===== config.mk =====
export PLATFORM = sky130hd
export DESIGN_NAME = fasta_canonical_kmer_stream_top
export DESIGN_NICKNAME = d
export VERILOG_FILES = /design/src/rtl/fckm_pkg.sv /design/src/rtl/fckm_window.sv /design/src/rtl/fasta_canonical_kmer_stream_top.sv
export SDC_FILE = /design/constraint.sdc
export NUM_CORES = 1
export LEC_CHECK = 0
export ABC_CLOCK_PERIOD_IN_PS = 7500
export BUFFER_PORTS_ARGS = -buffer_cell sky130_fd_sc_hd__buf_4
export CAP_MARGIN = 5
export CORE_UTILIZATION = 59
export DETAILED_ROUTE_END_ITERATION = 10
export HOLD_SLACK_MARGIN = 0.06
export PLACE_DENSITY = 0.77
export SLEW_MARGIN = 0
export SYNTH_ARGS = -nofsm -noshare
export SYNTH_HDL_FRONTEND = slang
export SYNTH_SLANG_ARGS = --single-unit

===== constraint.sdc =====
create_clock -name clk -period 7.5 [get_ports clk]
set_clock_uncertainty 0.2 [all_clocks]
set_input_delay 0.75 -clock clk [delete_from_list [all_inputs] [get_ports clk]]
set_output_delay 0.75 -clock clk [all_outputs]
set_load 0.02 [all_outputs]

===== src/rtl/fckm_pkg.sv =====
// ----------------------------------------------------------------------------
// fckm_pkg
// Shared constants and helpers for the FASTA canonical k-mer stream block.
// ----------------------------------------------------------------------------
package fckm_pkg;

  localparam int          BYTE_W     = 8;
  localparam int          KLEN_W     = 5;
  localparam int          MAX_K_DEF  = 31;
  localparam logic [KLEN_W-1:0] KLEN_RESET = 5'd18;

  // Characters of interest in the text stream
  localparam logic [BYTE_W-1:0] CH_LF = 8'h0A;
  localparam logic [BYTE_W-1:0] CH_GT = 8'h3E;
  localparam logic [BYTE_W-1:0] CH_UA = 8'h41;
  localparam logic [BYTE_W-1:0] CH_UC = 8'h43;
  localparam logic [BYTE_W-1:0] CH_UG = 8'h47;
  localparam logic [BYTE_W-1:0] CH_UT = 8'h54;
  localparam logic [BYTE_W-1:0] CH_LA = 8'h61;
  localparam logic [BYTE_W-1:0] CH_LC = 8'h63;
  localparam logic [BYTE_W-1:0] CH_LG = 8'h67;
  localparam logic [BYTE_W-1:0] CH_LT = 8'h74;

  localparam logic [1:0] BASE_A = 2'd0;
  localparam logic [1:0] BASE_C = 2'd1;
  localparam logic [1:0] BASE_G = 2'd2;
  localparam logic [1:0] BASE_T = 2'd3;

  typedef struct packed {
    logic       ok;
    logic [1:0] code;
  } base_t;

  // Map a nucleotide letter (either case) to its 2-bit code
  function automatic base_t base_decode(input logic [BYTE_W-1:0] ch);
    base_t b;
    b.ok   = 1'b1;
    b.code = BASE_A;
    case (ch)
      CH_UA, CH_LA: b.code = BASE_A;
      CH_UC, CH_LC: b.code = BASE_C;
      CH_UG, CH_LG: b.code = BASE_G;
      CH_UT, CH_LT: b.code = BASE_T;
      default: b.ok = 1'b0;
    endcase
    return b;
  endfunction

endpackage


===== src/rtl/fckm_window.sv =====
// ----------------------------------------------------------------------------
// fckm_window
// Line parser and rolling forward / reverse-complement window with k-mer length
// register; registers both codes on each accepted byte and flags full windows.
// ----------------------------------------------------------------------------
module fckm_window
  import fckm_pkg::*;
#(
  parameter int MAX_K  = MAX_K_DEF,
  parameter int CODE_W = 2 * MAX_K
) (
  input  logic              clk,
  input  logic              rst,
  input  logic              cfg_wr_en,
  input  logic [KLEN_W-1:0] cfg_wr_data,
  input  logic              in_accept,
  input  logic [BYTE_W-1:0] in_byte,
  input  logic              advance,
  output logic              win_valid,
  output logic [CODE_W-1:0] win_fwd,
  output logic [CODE_W-1:0] win_rev
);

  localparam int RUN_W = $clog2(MAX_K + 1);

  logic [KLEN_W-1:0] kmer_length;
  logic              in_header;
  logic              at_line_start;
  logic [CODE_W-1:0] forward_code;
  logic [CODE_W-1:0] revcomp_code;
  logic [RUN_W-1:0]  valid_run;

  logic              in_header_next;
  logic              at_line_start_next;
  logic [CODE_W-1:0] forward_code_next;
  logic [CODE_W-1:0] revcomp_code_next;
  logic [RUN_W-1:0]  valid_run_next;
  logic              complete;

  logic [KLEN_W-1:0] k_eff;
  logic [RUN_W-1:0]  k_run;
  logic [CODE_W-1:0] mask;
  logic [CODE_W-1:0] fwd_shift;
  logic [CODE_W-1:0] rev_shift;
  logic [CODE_W-1:0] rev_ins;
  base_t             base;

  // Clamp k into 1..MAX_K
  always_comb begin
    k_eff = kmer_length;
    if (kmer_length == '0) begin
      k_eff = KLEN_W'(1);
    end else if (kmer_length > KLEN_W'(MAX_K)) begin
      k_eff = KLEN_W'(MAX_K);
    end
    k_run = RUN_W'(k_eff);
  end

  assign base      = base_decode(in_byte);
  assign fwd_shift = {forward_code[CODE_W-3:0], base.code};
  assign rev_shift = revcomp_code >> 2;

  // Per base pair: keep pairs below k, insert complement at pair k-1
  always_comb begin
    for (int i = 0; i < MAX_K; i++) begin
      mask[2*i +: 2]    = (i < k_run) ? 2'b11 : 2'b00;
      rev_ins[2*i +: 2] = (i + 1 == k_run) ? ~base.code : rev_shift[2*i +: 2];
    end
  end

  always_comb begin
    in_header_next     = in_header;
    at_line_start_next = at_line_start;
    forward_code_next  = forward_code;
    revcomp_code_next  = revcomp_code;
    valid_run_next     = valid_run;
    complete           = 1'b0;
    if (in_byte == CH_LF) begin
      in_header_next     = 1'b0;
      at_line_start_next = 1'b1;
    end else if (in_header) begin
      in_header_next = 1'b1;
    end else if (at_line_start && in_byte == CH_GT) begin
      in_header_next     = 1'b1;
      at_line_start_next = 1'b0;
    end else begin
      at_line_start_next = 1'b0;
      if (!base.ok) begin
        forward_code_next = '0;
        revcomp_code_next = '0;
        valid_run_next    = '0;
      end else begin
        forward_code_next = fwd_shift & mask;
        revcomp_code_next = rev_ins & mask;
        valid_run_next    = (valid_run < k_run) ? valid_run + RUN_W'(1) : k_run;
        complete          = (valid_run_next == k_run);
      end
    end
  end

  always_ff @(posedge clk) begin
    if (rst) begin
      kmer_length   <= KLEN_RESET;
      in_header     <= 1'b0;
      at_line_start <= 1'b1;
      forward_code  <= '0;
      revcomp_code  <= '0;
      valid_run     <= '0;
    end else if (cfg_wr_en) begin
      kmer_length  <= cfg_wr_data;
      forward_code <= '0;
      revcomp_code <= '0;
      valid_run    <= '0;
    end else if (in_accept) begin
      in_header     <= in_header_next;
      at_line_start <= at_line_start_next;
      forward_code  <= forward_code_next;
      revcomp_code  <= revcomp_code_next;
      valid_run     <= valid_run_next;
    end
  end

  // Window stage register; holds while the result side stalls
  always_ff @(posedge clk) begin
    if (rst) begin
      win_valid <= 1'b0;
    end else if (advance) begin
      win_valid <= in_accept && complete;
    end
  end

  always_ff @(posedge clk) begin
    if (in_accept) begin
      win_fwd <= forward_code_next;
      win_rev <= revcomp_code_next;
    end
  end

endmodule


===== src/rtl/fasta_canonical_kmer_stream_top.sv =====
// ----------------------------------------------------------------------------
// fasta_canonical_kmer_stream_top
// Pipeline: two register stages (window, then result reg); the byte that
//   completes a k-mer is registered in the window, then in the result reg.
// Throughput: one text byte per cycle while the output keeps up; s_tready
//   drops only while a k-mer waits in the result register with m_tready low.
// Reset (rst, synchronous): k returns to 18, window and line state clear,
//   no k-mer is remembered for dedup, and m_tvalid drops.
// ----------------------------------------------------------------------------
module fasta_canonical_kmer_stream_top
  import fckm_pkg::*;
#(
  parameter int MAX_K = MAX_K_DEF
) (
  input  logic                                 clk,
  input  logic                                 rst,
  // k-mer length register
  input  logic                                 cfg_wr_en,
  input  logic [KLEN_W-1:0]                    cfg_wr_data,
  // text bytes in
  input  logic                                 s_tvalid,
  output logic                                 s_tready,
  input  logic [BYTE_W-1:0]                    s_tdata,  // [7:0] text_byte
  // canonical k-mers out
  output logic                                 m_tvalid,
  input  logic                                 m_tready,
  output logic [((2*MAX_K+7)/8)*8-1:0]         m_tdata   // [2*MAX_K-1:0] canonical_code
);

  localparam int CODE_W  = 2 * MAX_K;
  localparam int TDATA_W = ((CODE_W + 7) / 8) * 8;

  logic              advance;
  logic              in_accept;
  logic              win_valid;
  logic [CODE_W-1:0] win_fwd;
  logic [CODE_W-1:0] win_rev;
  logic [CODE_W-1:0] canon;
  logic              emit;
  logic [CODE_W-1:0] last_emitted;
  logic              have_last;

  // The result register frees whenever it is empty or being taken; the whole
  // pipe moves on that condition, so a new byte can enter every cycle as long
  // as the output word is taken; hold everything while it waits.
  assign advance   = !m_tvalid || m_tready;
  assign s_tready  = advance;
  assign in_accept = s_tvalid && s_tready;

  fckm_window #(
    .MAX_K  (MAX_K),
    .CODE_W (CODE_W)
  ) u_window (
    .clk         (clk),
    .rst         (rst),
    .cfg_wr_en   (cfg_wr_en),
    .cfg_wr_data (cfg_wr_data),
    .in_accept   (in_accept),
    .in_byte     (s_tdata),
    .advance     (advance),
    .win_valid   (win_valid),
    .win_fwd     (win_fwd),
    .win_rev     (win_rev)
  );

  // Canonical form: smaller of the two strands. Drop it if it repeats the
  // last k-mer sent; dedup memory survives length changes and headers.
  assign canon = (win_fwd <= win_rev) ? win_fwd : win_rev;
  assign emit  = win_valid && !(have_last && canon == last_emitted);

  always_ff @(posedge clk) begin
    if (rst) begin
      m_tvalid  <= 1'b0;
      have_last <= 1'b0;
    end else if (advance) begin
      m_tvalid <= emit;
      if (emit) begin
        have_last <= 1'b1;
      end
    end
  end

  // Payload: no reset needed, gated by m_tvalid / have_last
  always_ff @(posedge clk) begin
    if (advance && emit) begin
      m_tdata      <= TDATA_W'(canon);
      last_emitted <= canon;
    end
  end

endmodule

# [Word level (Yosys, flattened, before mapping)]
# Cells that the tools add are included.
[classes] bitwise=7 muxes=86 magnitude_cmp=34 n_addsub=1 eq_ne=44 n_reduce_logical=19
[ops] op="62-bit 2-to-1 mux" count=9
[ops] op="62-bit bitwise AND" count=2
[ops] op="2-bit 2-to-1 mux" count=62
[ops] op="5-bit == test (first input constant)" count=16
[ops] op="5-bit less-than comparator (first input constant)" count=15
[ops] op="8-bit by 7-bit == test with 1-bit output (second input constant)" count=8
[ops] op="62-bit == test" count=1
[ops] op="62-bit less-or-equal comparator" count=1
[ops] op="4-bit by 5-bit == test with 1-bit output (first input constant)" count=8
[ops] op="4-bit by 5-bit less-than comparator with 1-bit output (first input constant)" count=8
[ops] op="3-bit by 5-bit == test with 1-bit output (first input constant)" count=4
[ops] op="3-bit by 5-bit less-than comparator with 1-bit output (first input constant)" count=4
[ops] op="5-bit 2-to-1 mux" count=4
[ops] op="2-bit by 5-bit == test with 1-bit output (first input constant)" count=2
[ops] op="1-bit by 5-bit less-than comparator with 1-bit output (first input constant)" count=2
[ops] op="2-bit by 5-bit less-than comparator with 1-bit output (first input constant)" count=2
[ops] op="1-bit 2-to-1 mux" count=10
[ops] op="8-bit by 4-bit == test with 1-bit output (second input constant)" count=1
[ops] op="8-bit by 6-bit == test with 1-bit output (second input constant)" count=1
[ops] op="2-bit OR reduction" count=4
[ops] op="8-bit OR reduction" count=1
[ops] op="1-bit logical AND" count=6
[ops] op="2-bit one-hot mux with 3 select lines" count=1
[ops] op="5-bit by 1-bit adder with 5-bit output (second input constant)" count=1
[ops] op="other kinds (13)" count=18
[word_totals] out_inout_bits=66 reg_bits=325

# [Logic depth before layout (Yosys ltp)]
# Gate-level depths: netlist of the first run.
[logic_depth] word_depth=11 mapped_depth=15

# [Modules after synthesis]
# From an unflattened synthesis of the first run, not the netlist that was laid out.
[unflattened] cells_unflattened=1757 area_unflattened_um2=17638.2
[by_module_without_submodules] module="fckm_window" seq_area_each_um2=6466.2 cells_each=1092 instances=1 area_per_inst_um2=11441.0
[by_module_without_submodules] module="fasta_canonical_kmer_stream_top" seq_area_each_um2=1901.8 cells_each=665 instances=1 area_per_inst_um2=6197.2

# [Worst setup path after synthesis of the first run]
# No wires, ideal clock.
[synth_timing] kind="register to register" from="register u_window.win_fwd[44]" to="register m_tdata[0] (enable)" stages_incl_launch_ff=14 setup_slack_ns=1.318 synth_period_minus_slack_ns=6.182 required_time_ns=6.818 setup_time_ns=0.482 arrival_ns=5.500 cell_sequence="edfxtp_1 ha_1 nand4_2 nor4_2 nand2_2 a2111oi_4 nor4_4 nor2_4 buf_4 mux2_2 o2bb2ai_1 nor4_1 and4_1 nor2_1"
[synth_via] elab_chain_cells=7
[synth_lines] item="start: declaration" line="fckm_window.sv:20" text="output logic [CODE_W-1:0] win_fwd,"
[synth_lines] item="start signal: assignment" line="fckm_window.sv:134" text="win_fwd <= forward_code_next;"
[synth_lines] item="62-bit less-or-equal comparator" line="fasta_canonical_kmer_stream_top.sv:68" text="assign canon = (win_fwd <= win_rev) ? win_fwd : win_rev;"
[synth_lines] item="62-bit 2-to-1 mux" line="fasta_canonical_kmer_stream_top.sv:68"
[synth_lines] item="net canon[51]" line="fasta_canonical_kmer_stream_top.sv:38" text="logic [CODE_W-1:0] canon;"
[synth_lines] item="62-bit == test" line="fasta_canonical_kmer_stream_top.sv:69" text="assign emit = win_valid && !(have_last && canon == last_emitted);"
[synth_lines] item="1-bit logical AND" line="fasta_canonical_kmer_stream_top.sv:69"
[synth_lines] item="1-bit logical NOT" line="fasta_canonical_kmer_stream_top.sv:69"
[synth_lines] item="1-bit logical AND" line="fasta_canonical_kmer_stream_top.sv:69"
[synth_lines] item="1-bit logical AND" line="fasta_canonical_kmer_stream_top.sv:85" text="if (advance && emit) begin"
[synth_lines] item="end signal: assignment" line="fasta_canonical_kmer_stream_top.sv:86" text="m_tdata <= TDATA_W'(canon);"
[synth_lines] item="end: declaration" line="fasta_canonical_kmer_stream_top.sv:27" text="output logic [((2*MAX_K+7)/8)*8-1:0] m_tdata"
# The timed path passes the listed nets, and every way through them passes these cells.
# A chain may end at the register's enable or synchronous reset.

# [Final worst setup path of the first run]
[layout_timing] from="register u_window.win_fwd[44]" to="register m_tdata[20] (enable)"
# Same word-level chain as after synthesis.

==> results of run 1 <==
==> final cells by class <==
class | count | area share [%]
clock inverter | 16 | 0.939
tap | 378 | 2.50
clock buffer | 47 | 5.08
sequential | 325 | 44.2
inverter | 108 | 2.17
multi-input combinational | 1210 | 41.3
timing repair buffer | 96 | 3.81
==> path summary, 6_finish.rpt <==
path | start | endpoint | slack (ns) | cells past startpoint
setup / recovery | u_window.win_fwd[44] | m_tdata[20] | 2.01 | 14
hold / removal | cfg_wr_data[1] | u_window.kmer_length[1] | 0.24 | 3
setup reg to reg | u_window.win_fwd[44] | m_tdata[20] | 2.01 | 14
hold reg to reg | u_window.forward_code[58] | u_window.forward_code[58] | 0.27 | 2
==> worst register-to-register path, delay by kind of cell (launching register included) <==
| kind | cells | cell delay [ns] |
|---|---|---|
| adders and majority gates | 1 | 0.38 |
| muxes | 1 | 0.47 |
| and+or+nand+nor | 8 | 1.70 |
| DFF | 1 | 0.44 |
| buffers and inverters | 2 | 1.17 |
| AOI/OAI and AO/OA | 2 | 0.70 |
==> placed cells by master (no fill, tap or decap), types with 7 or more instances in the layout <==
cell       count
nor2_1       226
edfxtp_1     186
nand2_1      167
dfxtp_1      139
inv_1        106
a21oi_1      102
buf_4         96
ha_1          67
a22oi_1       60
o21ai_0       58
a22o_1        52
xor2_1        52
mux2_2        48
a21o_1        41
nand3_1       36
clkbuf_16     36
a32oi_1       34
o22ai_1       26
nor3_1        24
nor4_1        23
nand4_1       23
a221oi_1      15
o31ai_1       13
a211oi_1      13
mux2i_1       12
a32o_1        10
nand2b_1      10
xnor2_1        9
clkbuf_1       9
or3_1          7
==> power by group through the flow <==
stage          registers [W]  clock network [W]  logic (W)
4_1_cts              0.00195            0.00173   0.000299
3_5_place_dp         0.00199                  0   0.000297
3_3_place_gp         0.00199                  0   0.000294
6_report             0.00196            0.00173   0.000306
2_1_floorplan        0.00197                  0   0.000215
5_1_grt              0.00196            0.00180   0.000326
==> sequential cells by signal, indices dropped and copies added (netlist names) <==
name,flops
u_window.forward_code,62
u_window.valid_run,5
u_window.in_header,1
u_window.win_rev,62
u_window.win_fwd,62
u_window.win_valid,1
have_last,1
m_tdata,62
u_window.at_line_start,1
u_window.revcomp_code,62
u_window.kmer_length,5
m_tvalid,1
==> stage by stage <==
step,hold slack (ns),std cells
global route,0.247,2180
finish,0.244,2180
detailed placement,0.261,2117
floorplan,0.235,1735
CTS,0.235,2180
global placement,0.252,2117
==> routing by layer <==
metal	track usage (%)	part of all wire [%]	vias to the layer above
met3	6.30	10	146
met4	18.0	5.0	0
met1	55.0	42	6878
met5	0	0	-
li1	-	-	6458
met2	57.0	43	821
==> cells by family (layout without fill, tap and decap cells) <==
| logic type | after synthesis | in the layout | synth area share (%) |
|---|---|---|---|
| other | 1 | 2 | 0.0222 |
| adder cells (fa/ha/maj) | 67 | 67 | 4.95 |
| multiplexers | 60 | 60 | 3.90 |
| flip-flops | 325 | 325 | 49.4 |
| AND/OR/NAND/NOR | 559 | 559 | 15.0 |
| XOR/XNOR | 61 | 61 | 3.16 |
| buffers and inverters | 200 | 267 | 4.58 |
| AO/OA/AOI/OAI | 461 | 461 | 19.0 |
==> metrics.md, run 1 <==
| Metric | Value |
|---|---|
| Fin crit share | 73.3% |
| DRC Markers | 0 |
| Final WS setup | 2.01 ns |
| Post-Syn Area | 16900 um2 |
| Crit path arrival time | 5.43 ns |
| Vias after detailed routing | 14300 |
| Fmax | 182 MHz |
| Core area | 28000 um2 |
| Root buffer cell | clkbuf_16 |
| Total CTS buffers | 35 |
| Final setup violation count | 0 |
| Max Slew Vio Count | 0 |
| Async S/R FF share, synth | 0% |
| Fillcell total | 2234 |
| Register area share after synthesis | 49.4% |
| CP delay by family, top | simple AND/OR/NAND/NOR gates |
| Final Util | 67.6% |
| Post-route ant nets | 0 |
| Hold Buf Count CTS | 0 |
| Sw power | 0.000960 W |
| Slew at the pin with the worst max-slew slack | 1.13 ns |
| First-pass GRT wire length | 81900 um |
| Max VDD drop | 185 uV |
| Synth unique cells | 68 |
| Share of the synthesized area in the top cell type | 33.0% |
| Logic pwr share | 7.7% |
| Post-CTS Setup Inserts | 0 |
| Clock tree buffer depth | 3 |
| Dominant cell by count in the synthesized netlist | nor2_1 |
| Number of synthesized flops with an enable pin | 186 |
| Synth cell count leaders | 227 x nor2_1, 186 x edfxtp_1, 167 x nand2_1, 139 x dfxtp_1, 106 x inv_1 |
| Initial antenna violation count | 0 |
| Ys Warns | 0 |
| Switching Share | 24.1% |
| P_int | 0.00303 W |
| PortBufs | 81 |
| Vias in the first global route | 12900 |
| Final period demand of the worst path | 5.49 ns |
| Final Total Pwr | 0.00399 W |
| Final hold vios | 0 |
| Hold/Removal Path Class | input port to register |
| DP Worst Slack | 2.09 ns |
| H-tree Lvls | 2 |
| Routed WL | 56500 um |
| CTS tree | done |
| CP bufs+invs | 2 |
| Die Y-Extent | 171 um |
| Rel. slew slack | 24.7% |
| Critical-path top delay cell | buf_4 |
| Share of layout cells above drive strength 1 | 12.0% |
| Area of placed instances | 17800 um2 |
| Reg clk slew, reported paths | 0.06 ns |
| Syn avg cell area | 9.76 um2 |
| Largest net degree at the start of global routing | 110 |
| Total track usage | 38.5% |
| Reg area | 8370 um2 |
| Starting DRT DRC Count | 2022 |
| Hpwl dp | 41800 um |
| Critical path capture point type | register |
| Worst EP required | 7.43 ns |
| Clk pwr share | 43.3% |
| CTS sink count | 325 |
| MaxCap Viol Count | 0 |
| Post-cts repair resize count | 0 |
| Cells after synthesis | 1734 |
| Cell Pwr Density | 211 nW/um2 |
| Die area | 29400 um2 |
| Wire per inst | 25.9 um |
| Std cell rows | 61 |
| Die width | 171 um |
| Initial Util | 60.4% |
| Design area | 18900 um2 |
| Register bit count reported by yosys | 325 |
| Status | finished, final reports clean |
| Area leader, netlist | edfxtp_1 |
| Diodes inserted | 0 |
| Leakage | 7.21 nW |
| Latest clock arrival within the worst-skew pair | 0.52 ns |
| Worst Path Max Fanout | 62 |
| GP Congestion | 1.05 |
| Top_reg_cell synth | edfxtp_1 |
| RSZ-0062 raised after global routing | false |
| Ranking of synthesized cells by area | edfxtp_1 33%, dfxtp_1 16%, nor2_1 5.0% |
| Sequential share of power | 49.1% |
| Vias/cell | 6.56 |
| CP startpoint kind | register |
| I/O pins | 84 |
| Worst path cell trace | ha_1 > nand4_2 > nor4_2 > nand2_2 > a2111oi_4 > nor4_4 > nor2_4 > buf_4 > mux2_2 > o2bb2ai_1 > nor4_1 > and4_1 > nor2_4 > buf_4 |
| Worst stage delay on the critical path | 0.65 ns |
| Nets | 1861 |
| Congestion Overflow GR | 0 |
| Area of the multi-input gates | 7810 um2 |
| Layout area overhead | 11.8% |
| Critical path class | register to register |
| Drt first pass iters | 6 |
| Final TNS setup | 0 ns |
(Power assumes the default switching activity.)
==> run 2, diff against run 1 <==
--- a/config.mk
+++ b/config.mk
@@ -5,10 +5,10 @@
 export SDC_FILE = /design/constraint.sdc
 export NUM_CORES = 1
 export LEC_CHECK = 0
-export ABC_CLOCK_PERIOD_IN_PS = 7500
+export ABC_CLOCK_PERIOD_IN_PS = 4700
 export BUFFER_PORTS_ARGS = -buffer_cell sky130_fd_sc_hd__buf_4
 export CAP_MARGIN = 5
-export CORE_UTILIZATION = 59
+export CORE_UTILIZATION = 56
 export DETAILED_ROUTE_END_ITERATION = 10
 export HOLD_SLACK_MARGIN = 0.06
 export PLACE_DENSITY = 0.77
==> constraint.sdc (replaced) <==
create_clock -name clk -period 4.7 [get_ports clk]
set_clock_uncertainty 0.2 [all_clocks]
set_input_delay 0.47 -clock clk [delete_from_list [all_inputs] [get_ports clk]]
set_output_delay 0.47 -clock clk [all_outputs]
set_load 0.02 [all_outputs]
==> metrics.md, run 2 (synthesis results as in run 1) <==
| Metric | Value |
|---|---|
| Routed WL | 57800 um (was 56500 um) |
| Worst Path Max Fanout | 30 (was 62) |
| Status | finished, final reports clean (unchanged) |
| Wire per inst | 26.0 um (was 25.9 um) |
| CP startpoint kind | register (unchanged) |
| Vias in the first global route | 13400 (was 12900) |
| Critical-path top delay cell | edfxtp_1 (was buf_4) |
| First-pass GRT wire length | 85000 um (was 81900 um) |
| Leakage | 7.41 nW (was 7.21 nW) |
| R2R Setup Slk | 0.14 ns (was 2.01 ns) |
| Post-CTS Setup Inserts | 0 (unchanged) |
| I/O pins | 84 (unchanged) |
| Vias after detailed routing | 14600 (was 14300) |
| Rel. slew slack | 19.0% (was 24.7%) |
| H-tree Lvls | 2 (unchanged) |
| Max VDD drop | 248 uV (was 185 uV) |
| Die Y-Extent | 176 um (was 171 um) |
| GP Congestion | 1.05 (about the same) |
| PortBufs | 81 (unchanged) |
| Initial antenna violation count | 2 (was 0) |
| Worst r2r src | u_window.win_rev[55] (was u_window.win_fwd[44]) |
| Std cell rows | 63 (was 61) |
| Final TNS setup | 0 ns (unchanged) |
| CP delay by family, top | simple AND/OR/NAND/NOR gates (unchanged) |
| Clock tree buffer depth | 3 (unchanged) |
| MaxCap Viol Count | 0 (unchanged) |
| Layout area overhead | 14.3% (was 11.8%) |
| Worst stage delay on the critical path | 0.47 ns (was 0.65 ns) |
| RSZ-0062 raised after global routing | false (unchanged) |
| Design area | 19400 um2 (was 18900 um2) |
| CTS sink count | 325 (unchanged) |
| Latest clock arrival within the worst-skew pair | 0.53 ns (was 0.52 ns) |
| Final setup violation count | 0 (unchanged) |
| Core area | 29700 um2 (was 28000 um2) |
| Initial Util | 57.0% (was 60.4%) |
| CP bufs+invs | 4 (was 2) |
| HP Start | cfg_wr_en (was cfg_wr_data[1]) |
| Die area | 30900 um2 (was 29400 um2) |
| Area of placed instances | 18000 um2 (was 17800 um2) |
| Hold Path Stages | 2 (was 3) |
| Reg clk slew, reported paths | 0.06 ns (about the same) |
| Fillcell total | 2378 (was 2234) |
| Root buffer cell | clkbuf_16 (unchanged) |
| DRC Markers | 0 (unchanged) |
| Final hold vios | 0 (unchanged) |
| Final Total Pwr | 0.00655 W (was 0.00399 W) |
| Reg area | 8370 um2 (unchanged) |
| Most frequent cells in the layout | 226 x nor2_1, 186 x edfxtp_1, 167 x nand2_1 (unchanged) |
| Worst EP required | 4.77 ns (was 7.43 ns) |
| Critical path class | register to register (unchanged) |
| Area of the multi-input gates | 7840 um2 (was 7810 um2) |
| Fmax | 219 MHz (was 182 MHz) |
| Worst Hold End | u_window.kmer_length[1] (unchanged) |
| Hold/Removal Path Class | input port to register (unchanged) |
| Hpwl dp | 42900 um (was 41800 um) |
| WHS | 0.0842 ns (was 0.244 ns) |
| Share of layout cells above drive strength 1 | 13.6% (was 12.0%) |
| Final period demand of the worst path | 4.56 ns (was 5.49 ns) |
| Worst path cell trace | inv_1 > ha_1 > nand4_2 > nor4_4 > nand2_2 > a2111oi_4 > nor4_4 > nor2_4 > buf_12 > buf_4 > mux2_2 > a22o_1 > nor4_1 > and4_1 > nor2_4 > buf_12 (was ha_1 > nand4_2 > nor4_2 > nand2_2 > a2111oi_4 > nor4_4 > nor2_4 > buf_4 > mux2_2 > o2bb2ai_1 > nor4_1 > and4_1 > nor2_4 > buf_4) |
| Die width | 176 um (was 171 um) |
| Drt first pass iters | 6 (unchanged) |
| Crit path arrival time | 4.63 ns (was 5.43 ns) |
| Final WS setup | 0.138 ns (was 2.01 ns) |
| Starting DRT DRC Count | 2039 (was 2022) |
| Largest net degree at the start of global routing | 76 (was 110) |
| Max Slew Vio Count | 0 (unchanged) |
| Vias/cell | 6.58 (was 6.56) |
| Fin crit share | 97.1% (was 73.3%) |
| Reg-to-Reg End | m_tdata[4] (was m_tdata[20]) |
| Total CTS buffers | 35 (unchanged) |
| CTS tree | done (unchanged) |
| R2R depth | 16 (was 14) |
| Critical path capture point type | register (unchanged) |
| Post-route ant nets | 0 (unchanged) |
| Congestion Overflow GR | 0 (unchanged) |
| Most common cell after layout, fill and taps aside | nor2_1 (unchanged) |
| Slew at the pin with the worst max-slew slack | 1.21 ns (was 1.13 ns) |
| Cell Pwr Density | 338 nW/um2 (was 211 nW/um2) |
| Nets | 1892 (was 1861) |
| Total track usage | 37.4% (was 38.5%) |
| DP Worst Slack | 0.0445 ns (was 2.09 ns) |
[run 2: changes by cell type in the layout (fill, tap and decap cells not counted), sizes merged]
| cell | delta |
|---|---|
| clkbuf | -2 |
| dlygate4sd3 | +8 |
| clkinv | -1 |
| buf | +23 |
| diode | +1 |
| bufinv | +1 |
| clkinvlp | +2 |
[run 2: metal layers]
layer	routed length (um)	vias to the layer above	GRT usage (%)	part of all wire, %
met5	0	-	0	0
met3	5760	146	5.11	10
met1	23900	7040	53.3	41
met2	25400	926	56.7	44
li1	-	6532	-	-
met4	2750	0	16.6	4.8
[run 2: cell type report]
cell class	count	share of cell area, %
diodes	1	0.0129
repair buffers	127	5.35
flip-flops and latches	325	43.2
well taps	390	2.52
clock buffers	45	5.09
inverters	108	2.12
clock inverters	18	1.16
multi-input cells	1210	40.5
[run 2: worst max path at each step]
stage | startpoint | end | slack (ns) | cells after the start
2_1_floorplan | u_window.win_fwd[44] | m_tdata[0] | 0.24 | 13
3_3_place_gp | u_window.win_fwd[41] | m_tdata[44] | 0.17 | 15
3_5_place_dp | u_window.win_rev[41] | m_tdata[56] | 0.04 | 16
4_1_cts | u_window.win_rev[41] | m_tdata[30] | 0.09 | 16
5_1_grt | u_window.win_rev[41] | m_tdata[48] | 0.01 | 17
6_report | u_window.win_rev[55] | m_tdata[4] | 0.14 | 16
[run 2: through the flow]
stage | util, % | std cells
2_1_floorplan | - | 1735
3_3_place_gp | 60.7 | 2152
3_5_place_dp | 60.7 | 2152
4_1_cts | 65.0 | 2223
5_1_grt | 65.1 | 2223
6_report | 65.1 | 2224
[run 2: repair_timing]
item / CTS / global route
hold buffers: 8 / 0
pin swaps: 0 / 1
hold endpoints to repair: 9 / 0
gates resized for setup: 1 / 5
endpoints found under the setup margin: 29 / 58
[run 2: report_power, final]
part           total [W]  internal [W]  switching, W
registers        0.00312       0.00306     0.0000686
clock network    0.00290       0.00172       0.00118
logic           0.000526      0.000184      0.000342
